### src/rtl/sgm_pkg.sv
// ----------------------------------------------------------------------------
// sgm_pkg
// Shared types and constants of the sequence gap monitor.
// ----------------------------------------------------------------------------
package sgm_pkg;

    localparam int CHANNEL_SLOTS = 256;
    localparam int SLOT_W        = 8;
    localparam int RESULTS       = 4;

    localparam logic [39:0] MAX40 = 40'hFF_FFFF_FFFF;

    // configuration register indexes
    localparam logic [1:0] CFG_MODULUS = 2'd0;
    localparam logic [1:0] CFG_WINDOW  = 2'd1;
    localparam logic [1:0] CFG_VOTES   = 2'd2;

    // result positions inside one item's group, in delivery order
    localparam int POS_PACKET   = 0;
    localparam int POS_CHANNEL  = 1;
    localparam int POS_ACCEPTED = 2;
    localparam int POS_ACC_GAP  = 3;

    typedef enum logic [1:0] {
        KIND_ACCEPTED = 2'd0,
        KIND_PACKET   = 2'd1,
        KIND_CHANNEL  = 2'd2,
        KIND_ACC_GAP  = 2'd3
    } kind_t;

    typedef struct packed {
        logic [47:0] time_stamp;
        logic [7:0]  channel_address;
        logic [30:0] accepted_id;
        logic [30:0] channel_id;
        logic [31:0] packet_number;
    } in_item_t;

    typedef struct packed {
        kind_t       kind;
        logic [7:0]  result_channel;
        logic [39:0] range_first;
        logic [39:0] range_last;
        logic [47:0] event_time;
        logic        last_result;
    } out_item_t;

    // per-slot record held in the slot memory
    typedef struct packed {
        logic        rolling;
        logic [7:0]  votes;
        logic [15:0] total;
        logic [30:0] cid0;
        logic [30:0] cid1;
        logic [47:0] t0;
        logic [47:0] t1;
        logic [39:0] a0;
        logic [39:0] a1;
    } slot_entry_t;

    // results produced by one transaction, handed to the sequencer
    typedef struct packed {
        logic [RESULTS-1:0]              mask;
        out_item_t [RESULTS-1:0]         res;
    } result_group_t;

endpackage

### src/rtl/sgm_result_seq.sv
// ----------------------------------------------------------------------------
// sgm_result_seq
// Holds the result group of one transaction and hands results out in order.
// ----------------------------------------------------------------------------
module sgm_result_seq (
    input  logic                   clk,
    input  logic                   rst_n,
    input  logic                   load,
    input  sgm_pkg::result_group_t grp,
    output logic                   can_load,
    output logic                   out_valid,
    input  logic                   out_ready,
    output sgm_pkg::out_item_t     out_data
);
    import sgm_pkg::*;

    logic [RESULTS-1:0]      mask_reg;
    logic [RESULTS-1:0]      mask_next;
    out_item_t [RESULTS-1:0] res_reg;
    logic [RESULTS-1:0]      pick;
    logic [RESULTS-1:0]      rest;
    logic                    found;

    // lowest pending result goes first
    always_comb
    begin
        found = 1'b0;
        pick  = '0;
        for (int i = 0; i < RESULTS; i++)
        begin
            if (mask_reg[i] && !found)
            begin
                pick[i] = 1'b1;
                found   = 1'b1;
            end
        end
    end

    assign rest      = mask_reg & ~pick;
    assign out_valid = |mask_reg;
    assign can_load  = (rest == '0) && (!out_valid || out_ready);

    always_comb
    begin
        out_data = '0;
        for (int i = 0; i < RESULTS; i++)
        begin
            if (pick[i])
            begin
                out_data = res_reg[i];
            end
        end
        out_data.last_result = (rest == '0);
    end

    always_comb
    begin
        mask_next = mask_reg;
        if (out_valid && out_ready)
        begin
            mask_next = rest;
        end
        if (load)
        begin
            mask_next = grp.mask;
        end
    end

    always_ff @(posedge clk or negedge rst_n)
    begin
        if (!rst_n)
        begin
            mask_reg <= '0;
        end
        else
        begin
            mask_reg <= mask_next;
        end
    end

    always_ff @(posedge clk)
    begin
        if (load)
        begin
            res_reg <= grp.res;
        end
    end

    a_no_overwrite: assert property (@(posedge clk) disable iff (!rst_n)
        load |-> (mask_reg == '0 || (out_ready && $countones(mask_reg) == 1)))
        else $error("result group loaded over pending results");

    a_record_present: assert property (@(posedge clk) disable iff (!rst_n)
        load |-> grp.mask[POS_ACCEPTED])
        else $error("transaction without accepted record");

    a_drain_one: assert property (@(posedge clk) disable iff (!rst_n)
        (out_valid && out_ready && !load) |=>
            ($countones(mask_reg) == $countones($past(mask_reg)) - 1))
        else $error("sequencer did not retire exactly one result");

endmodule

### config.mk
export PLATFORM = sky130hd
export DESIGN_NAME = sgm_result_seq
export DESIGN_NICKNAME = d
export VERILOG_FILES = /design/src/rtl/sgm_pkg.sv /design/src/rtl/sgm_result_seq.sv
export SDC_FILE = /design/constraint.sdc
export NUM_CORES = 1
export LEC_CHECK = 0
export ABC_AREA = 1
export BUFFER_PORTS_ARGS = -buffer_cell sky130_fd_sc_hd__buf_2
export CORE_AREA = 2 2 277 279
export CTS_CLUSTER_DIAMETER = 200
export DETAILED_ROUTE_END_ITERATION = 6
export DIE_AREA = 0 0 279 281
export PLACE_DENSITY_LB_ADDON = 0.3
export SYNTH_ARGS = -nofsm -noshare
export SYNTH_HDL_FRONTEND = slang
export SYNTH_SLANG_ARGS = --single-unit
### constraint.sdc
create_clock -name clk -period 1.5 [get_ports clk]
set_input_delay 0.15 -clock clk [delete_from_list [all_inputs] [get_ports clk]]
set_output_delay 0.15 -clock clk [all_outputs]
set_load 0.005 [all_outputs]
==> results.toml, run 1 <==
[global_routing]
grt_pass1_wl_um = 108000
grt-ovfl-total = 0
antenna_found_initial = 7
first_global_vias = 19000
grtUsageTotal_pct = 18.0
grt_max_degree = 61

[logic_synthesis]
synth-simple-area-share_pct = 14.1
synth_xor_area_share_pct = 0
ys_ff_latch = 556
netlist_area_um2 = 20800
netlist_instances = 1507
synth_top_family_by_area = "simple AND/OR/NAND/NOR gates"
syn_area_per_cell_um2 = 13.8
ys_warn_count = 0
synth_compound_area_share_pct = 3.29
synth.distinct_cells = 17
ys_seq_area_share_pct = 80.0
syn-num-nets = 2071
synth.area.mux_share_pct = 0
synth_adder_area_share_pct = 0

[timing]
setup_viol = 141
clock_skew_ns = 0.000269
slew-limit-headroom_pct = 65.7
finalCriticalPeriod_ns = 2.34
max_freq_mhz = 428
drv_slew = 0
hold_viol = 0
rsz0062_at_grt = "true"
finalCritPeriodShare_pct = 156
fin_tns_setup_ns = -108.76
setup_slack_ns = -0.835
holdWs_ns = 0.237
worst_pin_slew_ns = 0.514

[floorplan]
initial_utilization_pct = 27.6
num_rows = 101
core-area_um2 = 75400
io_pins = 705
dieWidth_um = 279
die_area_um2 = 78400
die_h_um = 281

[detailed_routing]
first_iter_violations = 1012
avgRoutedWirePerCell_um = 18.9
drc_errors = 0
wl_um = 74000
firstDrtPassIters = 5
vias_per_cell = 4.48
vias = 17500
postRouteAntennaNets = 0

[critical_path]
cp_max_fo = 8
critical_path.max_stage_delay_ns = 0.50
critPathTopFamily = "buffers and inverters"
cp_slowest_cell = "dfrtp_4"
r2r_setup_slack_ns = 0.12
crit_type = "reg2out"
ff2ff_path_depth = 9
end_kind = "primary output"
cp-start-kind = "flop"
crit_chain = "nor2_4, nand2_2, nor2_4, buf_12, buf_12, clkbuf_16, nand2_2, nand2_1, buf_2"
crit_buf_inv = 4
cp.depth = 9
critPathArrivalTime_ns = 2.19
cp.required_ns = 1.35

[clock_network]
cts_buffers = 60
path_clk_slew_ns = 0.06
cts_tree = "yes"
clock_path_buffers = 3
insertion_delay_ns = 0.61
htree_levels = 2
clockRootBuffer = "clkbuf_16"
cts.sinks = 556

[place]
dp_cells = 3218
hpwl_um = 47900
port_buffers = 700
gp_congestion = 0.858

[outcome]
outcome = "complete, but fails checks"
violations = "negative setup slack"

[power_and_ir_drop]
irDropWorstVdd_mv = 1.00
p_leak_nw = 14.8
power.density_nw_per_um2 = 1160
p_total_mw = 39.9

[finish]
largest_reg_flops = 552
nets = 3444
drive_gt1_share_pct = 33.2
stdcell_count = 3910
area_growth_pct = 65.4

[hold_path]
hold_path_class = "in2reg"
hold_depth = 2

[flow_run]
drv_cap = 0
## final cells by class
cell class,instances,area [um^2]
multi-input cells,862,3810
clock buffers,79,1620
repair buffers,1388,10700
flip-flops and latches,556,16700
inverters,12,50.0
fillers,6647,41000
clock inverters,29,325
diodes,6,15.0
well taps,978,1220
## synthesized netlist by cell type
master,n,area share [%]
a21oi_1,137,3.3
buf_1,3,0.054
buf_2,35,0.84
buf_4,15,0.54
buf_6,15,0.81
clkbuf_1,9,0.16
dfrtp_1,4,0.48
edfxtp_1,552,80
inv_1,11,0.20
inv_2,1,0.018
nand2_1,569,10
nand2_2,1,0.030
nand3_1,148,3.6
nand4_1,1,0.030
nor2_1,3,0.054
nor2_2,1,0.030
nor2_4,2,0.11
## placed cells by master, fill, tap and decap left out, types with 3 or more instances in the layout
| cell | n |
|---|---|
| a21oi_1 | 126 |
| a21oi_2 | 11 |
| buf_12 | 29 |
| buf_16 | 6 |
| buf_2 | 693 |
| buf_4 | 78 |
| buf_6 | 14 |
| buf_8 | 3 |
| bufinv_16 | 7 |
| clkbuf_1 | 17 |
| clkbuf_16 | 66 |
| clkinv_1 | 8 |
| clkinv_2 | 12 |
| diode_2 | 6 |
| dlygate4sd3_1 | 560 |
| edfxtp_1 | 552 |
| inv_1 | 10 |
| nand2_1 | 529 |
| nand2_2 | 33 |
| nand2_4 | 8 |
| nand3_1 | 147 |
| nor2_4 | 4 |
## worst reg2reg max path, delay by kind of cell, from the launching register on
family                 cells  cell delay, ns
buffers and inverters      3            0.29
DFF                        1            0.50
and+or+nand+nor            6            0.47
## worst paths after layout
kind                                  start           end
worst max register to register  mask_reg[1]   mask_reg[2]
worst max-delay path            mask_reg[1]  out_data[59]
min in group asynchronous             rst_n   mask_reg[1]
worst min-delay path               grp[136]  res_reg[136]
max in group asynchronous             rst_n   mask_reg[0]
worst min register to register  mask_reg[2]   mask_reg[2]
## logic make-up after synthesis
logic type / after synthesis
buf+inv: 89
compound gates: 137
flops: 556
simple gates: 725
## report_power, final
group          internal (mW)  switching (mW)
clock network           8.72            6.16
logic                   3.12            2.99
registers               18.5           0.416
## metal layers
metal,track usage (%),vias up,wire [um]
met5,0,-,13
met4,7.78,2,2790
met3,3.52,170,4690
met2,32.5,803,38300
met1,20.7,8410,28200
li1,-,8120,-
## what timing repair did
item,4_1_cts,5_1_grt
pin swaps,3,2
endpoints found under the setup margin,141,141
gates cloned,3,4
resized for setup,44,48
hold buffers,560,0
setup buffers,8,5
hold endpoints to repair,563,0
## stage by stage
step | util (%) | area, um^2 | setup WS [ns]
after global routing | 45.7 | 34500 | -0.948
final | 45.7 | 34500 | -0.835
after floorplan | - | 20800 | 0.165
after detailed placement | 34.8 | 26300 | -0.239
after CTS | 45.2 | 34100 | -0.885
after global placement | 34.8 | 26300 | -0.221
Note: power is estimated with default switching activity, not from simulation.
==> run 2: changes to the inputs <==
- ABC_AREA: 1 -> not set
- CORE_AREA: 2 2 277 279 -> 2 2 276 278
- DIE_AREA: 0 0 279 281 -> 0 0 278 280
==> results.toml, run 2 <==
[detailed_routing]
avgRoutedWirePerCell_um = 19.7
wl_um = 71200
firstDrtPassIters = 7
vias_per_cell = 4.58
first_iter_violations = 1030
postRouteAntennaNets = 0
vias = 16500
drc_errors = 0

[global_routing]
grt-ovfl-total = 0
grt_max_degree = 51
first_global_vias = 17800
grt_pass1_wl_um = 101000
antenna_found_initial = 4
grtUsageTotal_pct = 16.8

[logic_synthesis]
ys_ff_latch = 556
syn-num-nets = 1765
ys_top_cells_by_area = "edfxtp_1, a221oi_1, nor2b_1, nand2_1, o21ai_0"
yosys.area.top_type_share_pct = 80.5
syn_area_per_cell_um2 = 17.1
yosysMostFrequentCell = "edfxtp_1"
synth.distinct_cells = 23
synth_edf_count = 552
netlist_instances = 1201
netlist_area_um2 = 20600
ys_seq_area_share_pct = 81.0
ys.flop_type = "edfxtp_1"
synthArstFlopShare_pct = 0.719
ys_warn_count = 0
yosysTopAreaCell = "edfxtp_1"
ys_top_cells_by_count = "edfxtp_1, nand2_1, a221oi_1, nor2b_1, o21ai_0"

[clock_network]
cts.sinks = 556
path_clk_slew_ns = 0.07
htree_levels = 2
cts_tree = "yes"
clockRootBuffer = "clkbuf_16"
cts_buffers = 60
insertion_delay_ns = 0.61
clock_path_buffers = 3

[power_and_ir_drop]
irDropWorstVdd_mv = 0.916
p_leak_nw = 13.6
power.density_nw_per_um2 = 1140

[critical_path]
cp_slowest_cell = "dfrtp_4"
critical_path.max_stage_delay_ns = 0.52
crit_chain = "nor4b_4, buf_6, buf_12, clkbuf_16, nand2_1, o21ai_1, buf_2"
cp_max_fo = 11
r2r-start = "mask_reg[1]"
crit_type = "reg2out"
critPathLaunch = "mask_reg[1]"
cp.required_ns = 1.35
cp-start-kind = "flop"
end_kind = "primary output"
critPathArrivalTime_ns = 2.35

[timing]
drv_slew = 0
worst_pin_slew_ns = 0.499
setup_slack_ns = -1.00
rsz0062_at_grt = "true"
slew-limit-headroom_pct = 66.8
max_freq_mhz = 400
hold_viol = 0
finalCritPeriodShare_pct = 167
setup_viol = 141
holdWs_ns = 0.251
clock_skew_ns = 0.00924
finalCriticalPeriod_ns = 2.50

[finish]
multi_input_area_um2 = 3980
finalCoreUtilization_pct = 46.0
stdcell_count = 3611
final_cell_mix = "buf_2, dlygate4sd3_1, edfxtp_1"
seq_area_um2 = 16700
fillers = 6398
largest_reg_flops = 552
layout_commonest_cell = "buf_2"
stdcell_area_um2 = 34600
nets = 3148
drive_gt1_share_pct = 39.1
area_growth_pct = 68.0

[outcome]
violations = "negative setup slack"
outcome = "complete, but fails checks"

[place]
port_buffers = 700
gp_congestion = 0.852
placed_cell_area_um2 = 26100
hpwl_um = 45900
dp_cells = 2922
pre_cts_ws_ns = -0.427

[floorplan]
io_pins = 705
dieWidth_um = 278
initial_utilization_pct = 27.4
die_h_um = 280
num_rows = 101
die_area_um2 = 77800
core-area_um2 = 75200

[hold_path]
hold_start = "grp[10]"
hold_path_class = "in2reg"

[flow_run]
drv_cap = 0
## run 2: final timing paths
check	end	depth (start not counted)	slack, ns
max in group asynchronous	mask_reg[1]	3	0.82
hold / removal	res_reg[10]	2	0.25
setup reg to reg	mask_reg[3]	4	0.07
hold reg to reg	mask_reg[3]	3	0.69
min in group asynchronous	mask_reg[3]	3	0.48
setup / recovery	out_data[108]	7	-1.00
## run 2: cell type report
class / instances / area share, %
clock inverter: 36 / 1.06
multi-input combinational: 565 / 11.5
tap: 978 / 3.54
antenna: 2 / 0.0145
sequential: 556 / 48.2
clock buffer: 73 / 4.54
inverter: 1 / 0.0109
timing repair buffer: 1400 / 31.1
## run 2: kinds of logic (layout without fill, tap and decap cells)
| group | after synthesis | count (layout) | synth area share [%] |
|---|---|---|---|
| flops | 556 | 556 | 81.0 |
| compound gates | 294 | 294 | 9.78 |
| simple gates | 269 | 269 | 6.67 |
| buf+inv | 80 | 1510 | 2.47 |
| fa+ha+maj | 2 | 2 | 0.0972 |
| other cells | 0 | 2 | 0 |
## run 2: critical path, delay by kind of cell, from the launching register on
kind | cells | cell delay (ns)
AOI/OAI and AO/OA | 1 | 0.10
DFF | 1 | 0.52
and+or+nand+nor | 2 | 0.39
buffers and inverters | 4 | 0.68
## run 2: routing by layer
metal | part of all wire (%) | track usage [%]
met5 | 0.013 | 0
met4 | 4.5 | 7.68
met3 | 7.0 | 3.69
met2 | 52 | 30.6
met1 | 37 | 18.7
## run 2: power breakdown
group / switching (mW) / internal (mW) / total [mW]
clock: 6.06 / 8.75 / 14.8
sequential: 0.460 / 18.5 / 18.9
combinational: 2.62 / 3.14 / 5.76
## run 2: timing repair
item,4_1_cts,5_1_grt
setup endpoints to repair,142,143
hold buffers,560,0
resized for setup,87,154
pin swaps,1,32
setup buffers,2,9
endpoints found under the hold margin,571,0
cloned,0,7
## run 2: metrics by stage
stage	setup TNS [ns]	total power, mW
floorplan	0	20.4
global placement	-40.00	23.1
detailed placement	-42.77	23.2
CTS	-132.89	39.3
global route	-141.18	40.8
finish	-124.35	39.5
